File: src/sv/assert_macros.svh
// assertion macros shared by the address range lookup modules
`ifndef ASSERT_MACROS_SVH
`define ASSERT_MACROS_SVH
`ifndef ASSERT_OFF
// property must hold at every rising clock edge outside reset
`define ASSERT_HOLDS(label, clk, rst, prop) \
  label: assert property (@(posedge clk) disable iff (rst) prop) \
    else $error("assertion failed");
// condition must never be seen outside reset
`define ASSERT_NEVER(label, clk, rst, expr) \
  label: assert property (@(posedge clk) disable iff (rst) !(expr)) \
    else $error("assertion failed");
`else
`define ASSERT_HOLDS(label, clk, rst, prop)
`define ASSERT_NEVER(label, clk, rst, expr)
`endif
`endif

File: src/sv/arlu_pkg.sv
// shared types and constants of the address range lookup unit
package arlu_pkg;

  localparam int INDEX_WIDTH = 10;
  localparam int COUNT_WIDTH = 11;
  localparam int FIELD_ADDR_WIDTH = 64;

  localparam logic CMD_WRITE  = 1'b0;
  localparam logic CMD_LOOKUP = 1'b1;

  typedef struct packed {
    logic                        command;
    logic [INDEX_WIDTH-1:0]      entry_index;
    logic [FIELD_ADDR_WIDTH-1:0] range_start;
    logic [FIELD_ADDR_WIDTH-1:0] range_end;
    logic [FIELD_ADDR_WIDTH-1:0] lookup_address;
  } request_t;

  typedef struct packed {
    logic                   hit;
    logic [INDEX_WIDTH-1:0] hit_index;
  } response_t;

  typedef enum logic [1:0] {
    ST_IDLE,
    ST_LOOP,
    ST_CMP,
    ST_CHECK
  } state_t;

  // controller to datapath
  typedef struct packed {
    logic write_en;
    logic load;
    logic rd_en;
    logic at_mid;
    logic update;
    logic finish;
  } ctl_cmd_t;

  // datapath to controller
  typedef struct packed {
    logic step;
  } ctl_status_t;

endpackage

File: src/sv/arlu_ctrl.sv
// sequencer of the binary search: idle, step issue, step compare, final check
`include "assert_macros.svh"
module arlu_ctrl
  import arlu_pkg::*;
(
  input  logic        clk,
  input  logic        rst,
  input  logic        start,
  input  logic        command,
  input  ctl_status_t status,
  output logic        busy,
  output ctl_cmd_t    cmd
);

  state_t state;
  state_t state_next;

  // state register
  always_ff @(posedge clk) begin
    if (rst) begin
      state <= ST_IDLE;
    end else begin
      state <= state_next;
    end
  end

  // next state and commands
  always_comb begin
    state_next = state;
    cmd        = '0;
    busy       = 1'b1;
    unique case (state)
      ST_IDLE: begin
        busy = 1'b0;
        if (start) begin
          if (command == CMD_LOOKUP) begin
            cmd.load   = 1'b1;
            state_next = ST_LOOP;
          end else begin
            cmd.write_en = 1'b1;
          end
        end
      end
      ST_LOOP: begin
        // read the midpoint for another step, or the final candidate
        cmd.rd_en = 1'b1;
        if (status.step) begin
          cmd.at_mid = 1'b1;
          state_next = ST_CMP;
        end else begin
          state_next = ST_CHECK;
        end
      end
      ST_CMP: begin
        cmd.update = 1'b1;
        state_next = ST_LOOP;
      end
      ST_CHECK: begin
        cmd.finish = 1'b1;
        state_next = ST_IDLE;
      end
      default: begin
        state_next = ST_IDLE;
      end
    endcase
  end

  `ASSERT_NEVER(a_no_load_when_busy, clk, rst, busy && (cmd.load || cmd.write_en))
  `ASSERT_HOLDS(a_cmp_after_mid_read, clk, rst, (cmd.rd_en && cmd.at_mid) |=> cmd.update)
  `ASSERT_HOLDS(a_finish_to_idle, clk, rst, cmd.finish |=> !busy)

endmodule

File: config.mk
export PLATFORM = sky130hd
export DESIGN_NAME = arlu_ctrl
export DESIGN_NICKNAME = d
export VERILOG_FILES = /design/src/sv/arlu_pkg.sv /design/src/sv/arlu_ctrl.sv
export VERILOG_INCLUDE_DIRS = /design/src /design/src/sv
export SDC_FILE = /design/constraint.sdc
export NUM_CORES = 1
export LEC_CHECK = 0
export BUFFER_PORTS_ARGS = -buffer_cell sky130_fd_sc_hd__buf_2
export CELL_PAD_IN_SITES_DETAIL_PLACEMENT = 1
export CELL_PAD_IN_SITES_GLOBAL_PLACEMENT = 2
export CORE_AREA = 3 3 40 42
export CTS_BUF_LIST = sky130_fd_sc_hd__clkbuf_4 sky130_fd_sc_hd__clkbuf_8 sky130_fd_sc_hd__clkbuf_16
export CTS_CLUSTER_SIZE = 30
export DETAILED_ROUTE_END_ITERATION = 6
export DIE_AREA = 0 0 43 45
export PLACE_DENSITY_LB_ADDON = 0.1
export SLEW_MARGIN = 10
export SYNTH_ARGS = -nofsm -noshare
export SYNTH_HDL_FRONTEND = slang
export SYNTH_SLANG_ARGS = --single-unit
export TNS_END_PERCENT = 10
File: constraint.sdc
create_clock -name clk -period 1.2 [get_ports clk]
set_input_delay 0.06 -clock clk [delete_from_list [all_inputs] [get_ports clk]]
set_output_delay 0.06 -clock clk [all_outputs]
set_load 0.01 [all_outputs]
# Word level (Yosys, flattened, before mapping)

Index checks and enable logic that the tools add are counted.

Output and inout port bits: 7
Word-level logic and storage cells: 21
Flip-flop bits (word level): 2
Input bits: 5

Muxes and demuxes: 13
Equality and inequality tests: 5
Reductions and logical operators: 2

Operators with widths:

| cell                                                             | count |
|---|---|
| 2-bit 2-to-1 mux                                                 | 5 |
| 2-bit one-hot mux with 4 select lines                            | 1 |
| 1-bit 2-to-1 mux                                                 | 7 |
| 2-bit == test (second input constant)                            | 2 |
| 2-bit inequality test (second input constant)                    | 2 |
| 2-bit by 1-bit == test with 1-bit output (second input constant) | 1 |
| 2-bit zero test                                                  | 1 |
| 2-bit AND reduction                                              | 1 |

# Longest topological paths before layout

Gate-level depths: netlist of the first run.

Depth after elaboration: 3
Gate-level depth with buffers: 2
Mapped depth without buffers: 2

# Least setup slack after synthesis of the first run

No wires, ideal clock.

Path kind: flip-flop to output port
Start: register state[1]
End: output cmd[5] (netlist bit)
Path buffers: 0
Slack: 215 ps
Stages on the path, launching flop included: 3
Arrival time: 925 ps
Required time: 1140 ps
Cell sequence: dfxtp_1 -> or2_1 -> nor3b_1

RTL lines:

| element                | line            | source |
|---|---|---|
| start, declared        | arlu_ctrl.sv:15 | `state_t state;` |
| start signal, assigned | arlu_ctrl.sv:23 | `state <= state_next;` |
| end, declared          | arlu_ctrl.sv:12 | `output ctl_cmd_t cmd` |

==> results of run 1 <==
[path summary, 6_finish.rpt]
| check | end | slack (ns) |
|---|---|---|
| setup / recovery | cmd[5] | 0.02 |
| hold / removal | state[1] | 0.01 |
| setup reg to reg | state[0] | 0.20 |
| hold reg to reg | state[0] | 0.49 |
[power by group through the flow]
stage	Clock [mW]	Combinational (mW)	Sequential, mW
after detailed placement	0	0.0542	0.0800
after global routing	0.158	0.0614	0.0819
after floorplan	0	0.0324	0.0771
after global placement	0	0.0540	0.0797
final	0.150	0.0554	0.0795
after CTS	0.161	0.0563	0.0803
[cells in the final DEF (no fill, tap or decap)]
cell | synthesis | layout
or2_1 | 1 | 1
or4b_1 | 1 | 1
and2_1 | 2 | 2
dfxtp_2 | 0 | 2
clkbuf_4 | 0 | 3
a21oi_1 | 1 | 1
o31ai_1 | 1 | 1
nor2b_1 | 2 | 2
and4bb_2 | 1 | 1
buf_2 | 0 | 11
and2b_1 | 1 | 1
nor3b_2 | 0 | 1
[logic make-up after synthesis]
family	synth area share, %
and+or+nand+nor	53.40
DFF	31.07
AOI/OAI and AO/OA	9.707
buffers and inverters	5.827
[per-stage QoR]
| stage | setup slack, ns | power (mW) | instances |
|---|---|---|---|
| after floorplan | 0.2148 | 0.1094 | 14 |
| after global placement | 0.1863 | 0.1336 | 39 |
| after detailed placement | 0.1749 | 0.1343 | 39 |
| after CTS | 0.01657 | 0.2973 | 42 |
| after global routing | -0.03263 | 0.3016 | 42 |
| final | 0.01616 | 0.2850 | 42 |
[cells in the mapped netlist (all sizes together)]
library cell	number	area (µm²)
a21oi	1	5.000
and2	2	12.51
and2b	1	7.510
and4bb	1	12.51
buf	1	7.510
dfxtp	2	40.04
nor2b	2	12.51
nor3b	1	7.510
o31ai	1	7.510
or2	1	6.260
or4b	1	10.01
[per-layer routing]
metal,vias up,global-route usage (%)
met4,0,9.036
li1,77,-
met5,-,0
met1,70,4.785
met2,7,8.383
met3,2,1.594
[cell type report]
class / count / share of cell area [%]
flip-flops and latches: 2 / 18.89
multi-input cells: 11 / 38.33
repair buffers: 11 / 24.44
clock buffers: 3 / 10.00
well taps: 15 / 8.333
[critical path, stage by stage (launching register included)]
cell and delay [ns]:
dfxtp_2 0.33, or2_1 0.25, nor3b_2 0.16, buf_2 0.15
[repair_timing]
item | 4_1_cts | 5_1_grt
pin swaps | 0 | 1
gates resized for setup | 3 | 0
setup endpoints to repair | 2 | 1
==> results_dict.tcl, run 1 <==
set metrics [dict create \
    outcome "finished clean" \
    antennaDiodeCount 0 \
    routed.top_layer "met4" \
    setup_viol 0 \
    post-cts-setup-buffers 0 \
    worstMarginPinSlew_ns 0.1751 \
    num_rows 13 \
    vias_per_cell 3.714 \
    synth_seq_cells 2 \
    vias 156 \
    p_int_mw 0.2121 \
    fin_crit_ns 1.184 \
    seq_area_frac_synth_pct 31.07 \
    met2_length_um 218 \
    hold_path.class "in2reg" \
    htreeDepth 1 \
    detail_route.iter0.violations 0 \
    synth_nets 19 \
    area_growth_pct 74.76 \
    postSynthAreaPerCell_um2 9.205 \
    clk_latency_ns 0.23 \
    detail-route-antenna-nets 0 \
    cts_buffers 3 \
    post_dp_cell_area_um2 195.2 \
    final_nets 34 \
    worst-path-max-fanout 7 \
    die_y_um 45 \
    maxSlewHeadroom_pct 88.23 \
    drtPass1Iterations 1 \
    regMostFlops "state" \
    tns_ns 0 \
    grt_pass1_wl_um 696 \
    grt_max_degree 8 \
    postCtsHoldBufs 0 \
    drv_slew 0 \
    r2r_cells 2 \
    whs_path_depth 2 \
    wl_per_cell_um 10.31 \
    root_buffer "clkbuf_4" \
    path_class "reg2out" \
    cp-end-kind "output port" \
    start_kind "register" \
    pwr-share-seq_pct 27.9 \
    cp-startpoint "state[0]" \
    clk_pin_slew_worst_paths_ns 0.03 \
    largest_register_ffs 2 \
    grt-ovfl-total 0 \
    wl_met1_um 158 \
    max-cap-violations 0 \
    r2r_start "state[1]" \
    holdCritStartpoint "rst" \
    wl_met3_um 37 \
    core-area_um2 1285 \
    worst-endpoint-arrival_ns 1.12 \
    power_frac_comb_pct 19.4 \
    cp.required_ns 1.14 \
    utilization_pct 17.53 \
    routabilityCongestion 0.5800 \
    rsz0062_at_grt "yes" \
    grt_use_total_pct 5.565 \
    top_regs "state: 2 flops" \
    io-pin-count 12 \
    chipWidth_um 43 \
    ys_warn_count 0 \
    regArea_um2 42.54 \
    nFillCells 166 \
    whs_ns 0.01043 \
    multi_input_area_um2 86.33 \
    synth.distinct_cells 11 \
    antenna_found_initial 0 \
    drc_errors 0 \
    leakage_nw 0.1161 \
    p_sw_mw 0.07289 \
    clock-sinks 2 \
    totalWireLength_um 433 \
    finalClockSkew_ns 0.001402 \
    fmax_mhz 844.7 \
    syn_inst 14 \
    first_global_vias 167 \
    post-route-period-util_pct 98.65 \
    post-dp-hpwl_um 323.2 \
    final_hold_viol_count 0 \
    drive_gt1_share_pct 66.67 \
    port_buffers 11 \
    p_sw_share_pct 25.58 \
    clkPwrFrac_pct 52.7 \
    start_util_pct 10.03 \
    die_area_um2 1935 \
    peakVddDrop_mv 0.2705 \
    cts_tree "built" \
    power.density_nw_per_um2 1265 \
    stdcell_area_um2 225.2 \
    syn_area_um2 128.9 \
    clock_path_buffers 2 \
]
(Power assumes the default switching activity.)
==> run 2, diff against run 1 <==
- BUFFER_PORTS_ARGS: -buffer_cell sky130_fd_sc_hd__buf_2 -> default
- DONT_BUFFER_PORTS: default -> 1
- SKIP_CTS_REPAIR_TIMING: default -> 1
==> results_dict.tcl, run 2 (synthesis results as in run 1) <==
set metrics [dict create \
    finalClockSkew_ns 0.001781 \
    die_area_um2 1935 \
    mostFrequentLayoutCell "clkbuf_4" \
    worst-endpoint-arrival_ns 1.13 \
    regMostFlops "state" \
    clock-sinks 2 \
    drtPass1Iterations 2 \
    first_global_vias 156 \
    worstMarginPinSlew_ns 0.2220 \
    stdcell_area_um2 190.2 \
    vias_per_cell 3.576 \
    max-cap-violations 0 \
    power.density_nw_per_um2 1422 \
    cp.required_ns 1.14 \
    grt_pass1_wl_um 600 \
    whs_ns 0.02556 \
    clk_latency_ns 0.22 \
    instances_no_fill 33 \
    hold_path.class "in2reg" \
    post-dp-hpwl_um 307.3 \
    r2r_cells 2 \
    r2r_start "state[1]" \
    antenna_found_initial 0 \
    htreeDepth 1 \
    port_buffers 0 \
    core-area_um2 1285 \
    wl_per_cell_um 12.58 \
    outcome "finished clean" \
    fin_crit_ns 1.191 \
    largest_register_ffs 2 \
    routabilityCongestion 0.5712 \
    rsz0062_at_grt "yes" \
    drc_errors 0 \
    totalWireLength_um 415 \
    final_hold_viol_count 0 \
    die_y_um 45 \
    top_regs "state: 2 flops" \
    leakage_nw 0.07390 \
    root_buffer "clkbuf_4" \
    vias 118 \
    clock_path_buffers 2 \
    utilization_pct 14.80 \
    io-pin-count 12 \
    chipWidth_um 43 \
    antennaDiodeCount 0 \
    cp-startpoint "state[0]" \
    detail_route.iter0.violations 1 \
    cts_tree "built" \
    whs_path_depth 2 \
    maxSlewHeadroom_pct 85.17 \
    num_rows 13 \
    area_growth_pct 47.57 \
    start_kind "register" \
    path_class "reg2out" \
    worst_slack_ns 0.008707 \
    grt_use_total_pct 4.817 \
    r2r_end "state[0]" \
    drive_gt1_share_pct 50.00 \
    start_util_pct 10.03 \
    final_nets 25 \
    holdCritStartpoint "rst" \
    post_dp_cell_area_um2 147.6 \
    drv_slew 0 \
    grt-ovfl-total 0 \
    rrSetupSlack_ns 0.18 \
    fmax_mhz 839.4 \
    hold_path_end "state[0]" \
    clk_pin_slew_worst_paths_ns 0.03 \
    dp_cells 29 \
    detail-route-antenna-nets 0 \
    post-route-period-util_pct 99.27 \
    peakVddDrop_mv 0.3837 \
    cp-end-kind "output port" \
    dp_slack_ns 0.1399 \
    worst-path-max-fanout 7 \
    grt_max_degree 8 \
    setup_viol 0 \
    final_cell_mix "3 x clkbuf_4, 2 x and2_1, 2 x nor2b_1, 2 x dfxtp_2" \
    cts_buffers 3 \
]
## run 2: changes by cell type in the layout (fill, tap and decap cells not counted)
cell           previous run  this run
or2_1                     1         0
buf_2                    11         0
or2_4                     0         1
buf_4                     0         1
dlygate4sd3_1             0         1
## run 2: worst max path at each step
| stage | slack (ns) | end |
|---|---|---|
| final | 0.009 | cmd[5] |
| after floorplan | 0.21 | cmd[5] |
| after CTS | -0.11 | cmd[5] |
| after detailed placement | 0.14 | cmd[5] |
| after global routing | -0.04 | cmd[5] |
| after global placement | 0.16 | state[0] |
## run 2: stage by stage
stage                     power [mW]  TNS (ns)
after CTS                     0.2747   -0.1093
after global placement        0.1163         0
after floorplan               0.1094         0
after detailed placement      0.1166         0
after global routing          0.2903  -0.03524
final                         0.2705         0
## run 2: critical path, stage by stage (launching register included)
cell and delay (ns):
dfxtp_2 0.33, or2_4 0.27, nor3b_2 0.16, buf_4 0.14
## run 2: layout make-up
cell class,instances,area (µm²)
timing repair buffer,2,17.52
tap,15,18.77
multi-input combinational,11,88.84
fill,155,1095
clock buffer,3,22.52
sequential,2,42.54
## run 2: routing by layer
layer | part of all wire (%) | vias up | GRT usage (%)
met4 | 0 | 0 | 7.229
met1 | 37 | 55 | 3.589
li1 | - | 58 | -
met2 | 53 | 5 | 7.485
met3 | 10 | 0 | 2.390
met5 | 0 | - | 0
## run 2: power breakdown
part / internal (mW) / total, mW / switching (mW) / leakage (nW)
Combinational: 0.0227 / 0.0438 / 0.0212 / 0.0429
Sequential: 0.0729 / 0.0798 / 0.00688 / 0.0172
Clock: 0.110 / 0.147 / 0.0367 / 0.0138
